==> config.mk <==
export PLATFORM = sky130hd
export DESIGN_NAME = rosh_queue
export DESIGN_NICKNAME = d
export VERILOG_FILES = /design/src/design/rosh_queue.sv
export SDC_FILE = /design/constraint.sdc
export NUM_CORES = 1
export LEC_CHECK = 0
export ABC_CLOCK_PERIOD_IN_PS = 1900
export BUFFER_PORTS_ARGS = -buffer_cell sky130_fd_sc_hd__buf_2
export CAP_MARGIN = 40
export CORE_ASPECT_RATIO = 1.4
export CORE_MARGIN = 2
export CORE_UTILIZATION = 43
export CTS_CLUSTER_DIAMETER = 100
export DETAILED_ROUTE_END_ITERATION = 6
export PLACE_DENSITY_LB_ADDON = 0.08
export SYNTH_ARGS = -nofsm -noshare
export SYNTH_HDL_FRONTEND = slang
export SYNTH_SLANG_ARGS = --single-unit
==> constraint.sdc <==
create_clock -name clk_i -period 1.9 [get_ports clk_i]
set_clock_uncertainty 0.15 [all_clocks]
set_input_delay 0.475 -clock clk_i [delete_from_list [all_inputs] [get_ports clk_i]]
set_output_delay 0.475 -clock clk_i [all_outputs]
set_load 0.02 [all_outputs]
==> src/design/rosh_queue.sv <==
// Two-entry queue between the front and back parts.
`timescale 1ns / 1ps
module rosh_queue #(
  parameter int unsigned W = 8
) (
  input  logic         clk_i,
  input  logic         rst_ni,
  input  logic         push_i,
  input  logic [W-1:0] data_i,
  output logic         valid_o,
  output logic [W-1:0] data_o,
  output logic         full_o
);

  logic [W-1:0] mem_q [2];
  logic         wr_q, wr_d;
  logic         rd_q, rd_d;
  logic [1:0]   cnt_q, cnt_d;
  logic         pop;

  // The back part never stalls: drain one beat whenever there is one.
  assign pop = (cnt_q != 2'd0);

  always_comb begin
    wr_d  = push_i ? ~wr_q : wr_q;
    rd_d  = pop ? ~rd_q : rd_q;
    cnt_d = cnt_q + {1'b0, push_i} - {1'b0, pop};
  end

  always_ff @(posedge clk_i or negedge rst_ni) begin
    if (!rst_ni) begin
      wr_q  <= 1'b0;
      rd_q  <= 1'b0;
      cnt_q <= 2'd0;
    end else begin
      wr_q  <= wr_d;
      rd_q  <= rd_d;
      cnt_q <= cnt_d;
    end
  end

  always_ff @(posedge clk_i) begin
    if (push_i) begin
      mem_q[wr_q] <= data_i;
    end
  end

  assign valid_o = pop;
  assign data_o  = mem_q[rd_q];
  assign full_o  = (cnt_q == 2'd2);

endmodule

# Word-level counts from Yosys, hierarchy flattened
# Memory sizes are Yosys's and may differ from the RTL's.
# Index checks and enable logic that the tools add are counted.
word_totals:
  regBits: 4
  n_memories: 1
  ramBits: 16
  elab_cells: 12
  output_inout_bits: 10
memory_table:
  columns: ["memory", "words", "word_bits", "rd", "rd_clocked_by_memory_dff", "write_ports", "line_no", "rtl"]
  rows:
  - ["mem_q", 2, 8, 1, 0, 1, "15", "logic [W-1:0] mem_q [2];"]
classes:
  muxes: 2
  n_reduce_logical: 1
  n_addsub: 2
  eq_ne: 1
  bitwise: 2
op_table:
  columns: ["operator", "n"]
  rows:
  - ["$add A2 B1 Y2", 1]
  - ["$eq A2 B2 Y1 const B", 1]
  - ["$mux W1", 2]
  - ["$not A1 Y1", 2]
  - ["$reduce_bool A2 Y1", 1]
  - ["$sub A2 B1 Y2", 1]

# Longest topological paths before layout
# Gate-level depths: netlist of the first run.
depth:
  word_depth: 2
  mapped_depth: 3

# Worst setup path after synthesis of the first run
# Ideal clock, no wire load.
synth_path:
  kind: "flip-flop to output port"
  start: "register rd_q"
  end: "output data_o[0]"
  arrival_ns: 0.826
  setup_slack_ns: 0.449
  required_ns: 1.275
  path_stages_with_launch: 3
  path_buffers: 1
  cell_sequence: "dfrtp_1 -> buf_6 -> mux2_4"
synth_via:
  elab_chain_len: 1
synth_rtl:
  columns: ["item", "line_no", "rtl"]
  rows:
  - ["start, declared", "17", "logic rd_q, rd_d;"]
  - ["start signal, assigned", "37", "rd_q <= rd_d;"]
  - ["$mem_v2 Z2 W8", null, null]
  - ["end, declared", "11", "output logic [W-1:0] data_o,"]
# No other way between the ends.

# Worst setup path after layout of the first run
# Same ends and word-level chain as after synthesis.

==> results of run 1 <==
-- flip-flops by register name (all words and copies together), names as in the netlist --
signal  count
rd_q        1
cnt_q       2
mem_q      16
wr_q        1
-- cells by family after synthesis --
kind of cell / after synthesis / share of synthesized area, %
multiplexers: 8 / 15.2
adder cells (fa/ha/maj): 1 / 1.59
XOR/XNOR: 3 / 3.33
flip-flops: 20 / 73.7
AND/OR/NAND/NOR: 6 / 4.76
buffers and inverters: 1 / 1.43
-- final cells by class --
cell class,instances,area [um^2]
sequential,20,582
multi-input combinational,18,196
clock buffer,4,36.3
fill,144,712
timing repair buffer,26,205
tap,20,25.0
-- stage by stage --
stage | cell area, um^2 | setup TNS, ps | power (uW) | hold slack [ps]
4_1_cts | 1040 | -168 | 1460 | 199
6_report | 1040 | -238 | 1450 | 211
5_1_grt | 1040 | -486 | 1520 | 185
2_1_floorplan | 788 | 0 | 950 | 29.4
3_3_place_gp | 917 | 0 | 1050 | 136
3_5_place_dp | 917 | 0 | 1050 | 136
-- layer usage --
layer | vias to the layer above | wire, um | GRT usage, %
met5 | - | 0 | 0
met4 | 0 | 0 | 6.67
met3 | 0 | 40 | 1.22
met2 | 12 | 676 | 24.7
met1 | 203 | 383 | 13.2
li1 | 201 | - | -
-- placed cells by master, fill, tap and decap left out, types with 2 or more instances in the layout --
cell and n:
edfxtp_1 16, buf_2 12, buf_6 10, mux2_4 8, nor2b_1 3, clkbuf_4 3, dfrtp_1 3, buf_4 3
xor2_1 2
-- how the worst min path moves through the flow --
| stage | from | endpoint | cells past startpoint |
|---|---|---|---|
| after floorplan | rst_ni | cnt_q[0] | 0 |
| after global placement | rst_ni | wr_q | 1 |
| after detailed placement | rst_ni | cnt_q[0] | 1 |
| after CTS | data_i[5] | mem_q[0][5] | 1 |
| after global routing | data_i[3] | mem_q[0][3] | 1 |
| final | data_i[7] | mem_q[0][7] | 1 |
-- report_power, final --
| group | total, uW | leakage [uW] | internal (uW) | switching (uW) |
|---|---|---|---|---|
| Combinational | 595 | 0.000229 | 342 | 253 |
| Clock | 241 | 0.0000210 | 117 | 125 |
| Sequential | 613 | 0.000198 | 576 | 36.5 |
| Total | 1450 | 0.000448 | 1040 | 414 |
-- worst max-delay path: stages, from the launching register on --
cell	delay, ps
dfrtp_2	440
buf_6	140
mux2_4	300
buf_6	130
-- what timing repair did --
action,CTS,global route
gates resized for setup,21,0
endpoints found under the setup margin,8,8
setup buffers,3,0
hold endpoints to repair,4,0
hold buffers,1,0
==> out/metrics.cfg, run 1 <==
[run_status]
status = finished, violations left
violations = negative setup slack

[grt]
grt_use_total_pct = 13.0
antenna_found_initial = 0
grt_pass1_vias = 435
grt_pass1_wl_mm = 1.81
grt_max_degree = 12
overflow = 0

[worst_setup_path]
r2r-start = wr_q
required_ps = 1270
cp.arrival_ps = 1310
path_class = reg2out
setup.worst_path.start_class = flip-flop
reg2reg_slack_ps = 660
worstSetupEndpoint = data_o[0]
reg2reg_to = mem_q[1][1]
cp_max_fo = 5
reg2reg_depth = 1
cp-startpoint = rd_q
endpoint_kind = output port

[sta]
setup_ws_ps = -35.3
finalHoldViolations = 0
fmax_mhz = 517
grt_setup_unrepaired = yes
fin_crit_ps = 1940
relSlewSlack_pct = 74.6
setup-violations-final = 8
worst_slew_pin_slew_ps = 381
fin_crit_sh_pct = 102
final-max-slew-violation-count = 0

[placed_design]
numPlacedInstances = 80
dp_hpwl_um = 768
io_buffers = 20
gp_congestion = 0.634
dp_slack_ps = 115

[power]
peakVddDrop_mv = 0.730
p_leak_uw = 0.000448
powerDensity_mw_per_mm2 = 1390

[synthesis]
synth.top_cell.area_share_pct = 61.0
ys_seq_elements = 20
yosysUniqueCellTypes = 11
syn_inst = 39
synth_edf_count = 16
yosys_warnings = 0
synthTopCellsByCount = edfxtp_1, mux2_4, dfrtp_1
avgSynthCellArea_um2 = 20.2
synth.largest_area_cell = edfxtp_1
syn_area_um2 = 788
yosys_most_used_dff = edfxtp_1
async_flop_share_pct = 20.0
ys_top_cells_by_area = edfxtp_1, mux2_4, dfrtp_1
synth_seq_area_share_pct = 73.7
yosysMostFrequentCell = edfxtp_1
syn_nets = 51

[cts]
ctsRootBufferMaster = clkbuf_4
cts_num_sinks = 20
cts_inserted_buffers = 3
insertion_delay_ps = 290
clk_path_buf_depth = 2
cts_tree = done
clk_pin_slew_worst_paths_ps = 110
htree_levels = 1

[floorplanning]
dieArea_mm2 = 0.00220
coreArea_mm2 = 0.00176
die_h_um = 54.7
start_util_pct = 44.9
die_x_um = 40.2
row_count = 18
boundaryPins = 21

[final_layout]
fin_cells = 88
fin_util_pct = 59.5
syn_to_final_growth_pct = 32.5
n_antenna_cell = 0
nNetsFinal = 81
final_layout_size_suffix_gt1_share_pct = 57.4

[worst_hold_path]
min_path_type = in2reg

[detailed_routing]
wl_per_cell_um = 12.5
first_iter_violations = 1
drc = 0
dr.pass1.iters = 2
route.vias.total = 416
vias_per_cell = 4.73
drtAntennaViolNets = 0
wirelength_mm = 1.10

[job]
drv_cap = 0

Note: power is estimated with default switching activity, not from simulation.
==> inputs of run 2 (changes only) <==
--- a/config.mk
+++ b/config.mk
@@ -5,7 +5,7 @@
 export SDC_FILE = /design/constraint.sdc
 export NUM_CORES = 1
 export LEC_CHECK = 0
-export ABC_CLOCK_PERIOD_IN_PS = 1900
+export ABC_CLOCK_PERIOD_IN_PS = 2350
 export BUFFER_PORTS_ARGS = -buffer_cell sky130_fd_sc_hd__buf_2
 export CAP_MARGIN = 40
 export CORE_ASPECT_RATIO = 1.4
==> constraint.sdc (replaced) <==
create_clock -name clk_i -period 2.35 [get_ports clk_i]
set_clock_uncertainty 0.15 [all_clocks]
set_input_delay 0.5875 -clock clk_i [delete_from_list [all_inputs] [get_ports clk_i]]
set_output_delay 0.5875 -clock clk_i [all_outputs]
set_load 0.02 [all_outputs]
==> run 2 against run 1 <==
  * The run now ends clean
  * Clock power shrank 31%
  * Core utilization shrank 5.6 points
  * Cell area shrank 9.5%
  * Wire length shrank 9.6%
  * Flip-flop and latch count is the same
==> out/metrics.cfg, run 2 (same netlist as run 1, synthesis figures left out) <==
[floorplanning]
coreArea_mm2 = 0.00176  ; unchanged
die_h_um = 54.7  ; unchanged
start_util_pct = 44.9  ; unchanged
dieArea_mm2 = 0.00220  ; unchanged
die_x_um = 40.2  ; unchanged
boundaryPins = 21  ; unchanged
row_count = 18  ; unchanged

[worst_hold_path]
hold_depth = 1  ; unchanged
min_to = mem_q[1][5]  ; was mem_q[0][7]
min-delay-start = data_i[5]  ; was data_i[7]
min_path_type = in2reg  ; unchanged

[worst_setup_path]
cp.arrival_ps = 1480  ; was 1310 ps
reg2reg_depth = 1  ; unchanged
reg2reg_to = mem_q[1][7]  ; was mem_q[1][1]
r2r-start = wr_q  ; unchanged
required_ps = 1610  ; was 1270 ps
cp_max_fo = 9  ; was 5
path_class = reg2out  ; unchanged
reg2reg_slack_ps = 1120  ; was 660 ps
endpoint_kind = output port  ; unchanged
setup.worst_path.start_class = flip-flop  ; unchanged

[placed_design]
dp_slack_ps = 449  ; was 115 ps
dp_hpwl_um = 720  ; was 768 um
io_buffers = 20  ; unchanged
gp_congestion = 0.621  ; was 0.634

[sta]
grt_setup_unrepaired = no  ; was yes
fin_crit_ps = 2210
setup-violations-final = 0  ; was 8
finalHoldViolations = 0  ; unchanged
fin_setup_tns_ps = 0  ; was -238 ps
fin_crit_sh_pct = 94.2
worst_slew_pin_slew_ps = 515  ; was 381 ps
final-max-slew-violation-count = 0  ; unchanged
setup_ws_ps = 136  ; was -35.3 ps
fmax_mhz = 452
relSlewSlack_pct = 65.7  ; was 74.6%

[final_layout]
largest_register = mem_q  ; unchanged
reg.largest.list = mem_q (16), cnt_q (2)  ; unchanged
fill_cells = 156  ; was 144
layout_common_cells = buf_2, edfxtp_1, mux2_4  ; was edfxtp_1, buf_2, buf_6
largest_register_ffs = 16  ; unchanged
n_antenna_cell = 0  ; unchanged
syn_to_final_growth_pct = 20.0  ; was 32.5%
final_common_cell = buf_2  ; was edfxtp_1
nNetsFinal = 77  ; was 81
final_layout_size_suffix_gt1_share_pct = 51.6  ; was 57.4%

[cts]
clk_path_buf_depth = 2  ; unchanged
htree_levels = 1  ; unchanged
clk_pin_slew_worst_paths_ps = 110  ; about the same
ctsRootBufferMaster = clkbuf_4  ; unchanged
cts_resized = 0  ; was 21
cts_num_sinks = 20  ; unchanged
cts_inserted_buffers = 3  ; unchanged
insertion_delay_ps = 290  ; about the same
cts_tree = done  ; unchanged

[power]
p_comb_share_pct = 30.8  ; was 41.1%
p_int_uw = 692  ; was 1040 uW
peakVddDrop_mv = 0.595  ; was 0.730 mV
switching_share_pct = 30.5  ; was 28.6%
p_leak_uw = 0.000404  ; was 0.000448 uW
powerDensity_mw_per_mm2 = 1050  ; was 1390 mW/mm^2
p_seq_share_pct = 52.5  ; was 42.3%
p_switching_uw = 304  ; was 414 uW
p_clk_share_pct = 16.7  ; about the same

[grt]
grt_pass1_vias = 366  ; was 435
grt_pass1_wl_mm = 1.55  ; was 1.81 mm
grt_max_degree = 12  ; unchanged
grt_use_total_pct = 11.5  ; was 13.0%
overflow = 0  ; unchanged
antenna_found_initial = 0  ; unchanged

[detailed_routing]
route.vias.total = 391  ; was 416
vias_per_cell = 4.65  ; was 4.73
m1WireLength_um = 389  ; was 383 um
wl_per_cell_um = 11.8  ; was 12.5 um
dr.pass1.iters = 2  ; unchanged
wl_met2_um = 527  ; was 676 um
wirelength_um = 994  ; was 1.10 mm
drtAntennaViolNets = 0  ; unchanged
wl_met3_um = 53  ; was 40 um
first_iter_violations = 3  ; was 1
highest_layer = met4  ; was met3
drc = 0  ; unchanged

[job]
drv_cap = 0  ; unchanged

[run_status]
status = completed  ; was finished, violations left

## run 2: cell count changes in the layout (fill, tap and decap cells not counted), sizes merged
cell	change
buf	-4
## run 2: how the worst max path moves through the flow
stage | start | endpoint | cells past startpoint
finish | rd_q | data_o[5] | 2
global placement | rd_q | data_o[5] | 2
detailed placement | rd_q | data_o[5] | 2
floorplan | rd_q | data_o[0] | 2
CTS | rd_q | data_o[5] | 2
global route | rd_q | data_o[1] | 2
## run 2: timing repair
| action | CTS | global route |
|---|---|---|
| setup buffers | 0 | 0 |
| endpoints found under the hold margin | 4 | 0 |
| endpoints found under the setup margin | 0 | 0 |
| hold buffers | 1 | 0 |
## run 2: critical path, stage by stage (launching register included)
cell     delay, ps
dfrtp_1        680
mux2_4         350
buf_2          160
## run 2: power groups by stage
| stage | registers, uW | clock network [uW] | logic [uW] |
|---|---|---|---|
| final | 523 | 166 | 306 |
| after global routing | 532 | 182 | 330 |
| after CTS | 525 | 171 | 313 |
| after detailed placement | 533 | 0 | 311 |
| after global placement | 531 | 0 | 312 |
| after floorplan | 490 | 0 | 278 |
## run 2: cell type report
cell class	instances	area [um^2]	share of cell area, %
Tap cell	20	25.0	2.65
Multi-Input combinational cell	18	196	20.8
Timing Repair Buffer	22	118	12.4
Sequential cell	20	581	61.4
Clock buffer	4	26.3	2.78
## run 2: routing by layer
layer / track usage (%) / up-vias
met2: 17.5 / 14
met1: 12.6 / 184
met5: 0 / -
met3: 3.66 / 2
li1: - / 191
met4: 10.0 / 0
## run 2: metrics by stage
stage                     hold WS [ps]  util (%)  power (uW)  cell area [um^2]  instances
after floorplan                    142         -         768               788         39
after global placement             249      51.8         843               910         79
after detailed placement           248      51.8         845               910         79
after CTS                          305      53.8        1010               946         84
after global routing               295      53.8        1040               946         84
final                              309      53.8         996               946         84
==> inputs of run 3 (changes only) <==
--- a/config.mk
+++ b/config.mk
@@ -8,7 +8,6 @@
 export ABC_CLOCK_PERIOD_IN_PS = 2350
 export BUFFER_PORTS_ARGS = -buffer_cell sky130_fd_sc_hd__buf_2
 export CAP_MARGIN = 40
-export CORE_ASPECT_RATIO = 1.4
 export CORE_MARGIN = 2
 export CORE_UTILIZATION = 43
 export CTS_CLUSTER_DIAMETER = 100
==> run 3 against run 2 <==
  * Sequential share of layout area fell by 1.0 points
  * Worst hold slack improved by 22 ps
  * Clock-buffer cell count did not move
  * First-iteration DRC count fell by 33%
  * Cell area rose by 1.7%
  * Via count fell by 1.5%
  * Non-clock buffer count did not move
  * Combinational power barely moved
  * Fmax rose by 0.94%
  * Flip-flop and latch count did not move
  * Cell count rose by 6.0%
  * Critical endpoint is now data_o[1]
  * Largest cell class unchanged
==> out/metrics.cfg, run 3 (same netlist as run 1, synthesis figures left out) <==
[placed_design]
numPlacedInstances = 84  ; was 79
dp_hpwl_um = 718  ; was 720 um
gp_congestion = 0.655  ; was 0.621
io_buffers = 20  ; unchanged

[worst_setup_path]
cp_max_fo = 9  ; unchanged
reg2reg_slack_ps = 980  ; was 1120 ps
reg2reg_depth = 2  ; was 1
reg2reg_to = mem_q[0][7]  ; was mem_q[1][7]
required_ps = 1610  ; about the same
cp.arrival_ps = 1460  ; was 1480 ps
setup.worst_path.start_class = flip-flop  ; unchanged
r2r-start = wr_q  ; unchanged
endpoint_kind = output port  ; unchanged
path_class = reg2out  ; unchanged

[power]
p_leak_uw = 0.000410  ; was 0.000404 uW
peakVddDrop_mv = 0.522  ; was 0.595 mV
powerDensity_mw_per_mm2 = 1060  ; was 1050 mW/mm^2

[final_layout]
reg.largest.list = mem_q (16), cnt_q (2)  ; unchanged
final_layout_size_suffix_gt1_share_pct = 53.1  ; was 51.6%
layout_common_cells = buf_2, edfxtp_1, mux2_4  ; unchanged
largest_register_ffs = 16  ; unchanged
nNetsFinal = 77  ; unchanged
n_antenna_cell = 0  ; unchanged
final_common_cell = buf_2  ; unchanged
syn_to_final_growth_pct = 22.1  ; was 20.0%
fin_cells = 89  ; was 84
largest_register = mem_q  ; unchanged

[floorplanning]
dieArea_mm2 = 0.00219  ; was 0.00220 mm^2
die_h_um = 46.8  ; was 54.7 um
die_x_um = 46.8  ; was 40.2 um
row_count = 15  ; was 18
coreArea_mm2 = 0.00173  ; was 0.00176 mm^2
boundaryPins = 21  ; unchanged
start_util_pct = 45.7  ; was 44.9%

[sta]
worst_slew_pin_slew_ps = 495  ; was 515 ps
fin_crit_ps = 2190  ; was 2210 ps
relSlewSlack_pct = 67.0  ; was 65.7%
finalHoldViolations = 0  ; unchanged
grt_setup_unrepaired = no  ; unchanged
fmax_mhz = 456  ; was 452 MHz
final-max-slew-violation-count = 0  ; unchanged
fin_crit_sh_pct = 93.3  ; was 94.2%
fin_setup_tns_ps = 0  ; unchanged
setup-violations-final = 0  ; unchanged

[cts]
clk_pin_slew_worst_paths_ps = 100  ; was 110 ps
cts_tree = done  ; unchanged
htree_levels = 1  ; unchanged
cts_inserted_buffers = 3  ; unchanged
insertion_delay_ps = 290  ; about the same
cts_resized = 0  ; unchanged
ctsRootBufferMaster = clkbuf_4  ; unchanged
cts_num_sinks = 20  ; unchanged
clk_path_buf_depth = 2  ; unchanged

[grt]
grt_pass1_vias = 326  ; was 366
grt_use_total_pct = 10.5  ; was 11.5%
grt_pass1_wl_mm = 1.43  ; was 1.55 mm
overflow = 0  ; unchanged
grt_max_degree = 12  ; unchanged
antenna_found_initial = 0  ; unchanged

[job]
drv_cap = 0  ; unchanged

[run_status]
status = completed  ; unchanged

[worst_hold_path]
min_to = mem_q[1][0]  ; was mem_q[1][5]
min-delay-start = data_i[0]  ; was data_i[5]
hold_depth = 1  ; unchanged
min_path_type = in2reg  ; unchanged

[detailed_routing]
route.vias.total = 385  ; was 391
drc = 0  ; unchanged
first_iter_violations = 2  ; was 3
vias_per_cell = 4.33  ; was 4.65
wl_per_cell_um = 10.8  ; was 11.8 um
dr.pass1.iters = 2  ; unchanged
drtAntennaViolNets = 0  ; unchanged
wirelength_um = 964  ; was 994 um

-- run 3: cell count changes in the layout (fill, tap and decap cells not counted) --
cell      delta
clkbuf_1     -1
clkbuf_8     +1
-- run 3: cell type report --
| type | count | area (um^2) |
|---|---|---|
| fillers | 160 | 764 |
| flip-flops and latches | 20 | 581 |
| multi-input cells | 18 | 196 |
| repair buffers | 22 | 118 |
| clock buffers | 4 | 36.3 |
| well taps | 25 | 31.3 |
-- run 3: worst max path at each step --
stage               from        end  slack (ps)
finish              rd_q  data_o[1]         160
global route        rd_q  data_o[1]          60
CTS                 rd_q  data_o[1]         120
detailed placement  rd_q  data_o[1]         470
global placement    rd_q  data_o[1]         470
floorplan           rd_q  data_o[0]         790
-- run 3: routing by layer --
metal	global-route usage, %	share of wire [%]	up-vias
li1	-	-	193
met1	11.8	42	183
met2	16.4	54	9
met3	4.62	4.0	0
met4	6.67	0	0
met5	0	0	-
-- run 3: critical path: stages (launching register included) --
cell	delay [ps]
dfrtp_1	670
mux2_4	340
buf_2	160
-- run 3: where the power goes --
part	internal, uW	switching (uW)
sequential	463	58.2
combinational	162	146
clock	94.2	94.8
-- run 3: per-stage QoR --
step	setup WS (ps)	power (uW)	cell area [um^2]	hold WS, ps	utilization, %
floorplan	786	768	788	142	-
global placement	469	842	916	249	53.0
detailed placement	466	843	916	251	53.0
CTS	120	1040	962	317	55.7
global route	62.6	1080	962	300	55.7
finish	157	1020	962	331	55.7
-- run 3: timing repair --
item	CTS	global route
hold buffers	1	0
setup buffers	0	0
endpoints found under the hold margin	4	0
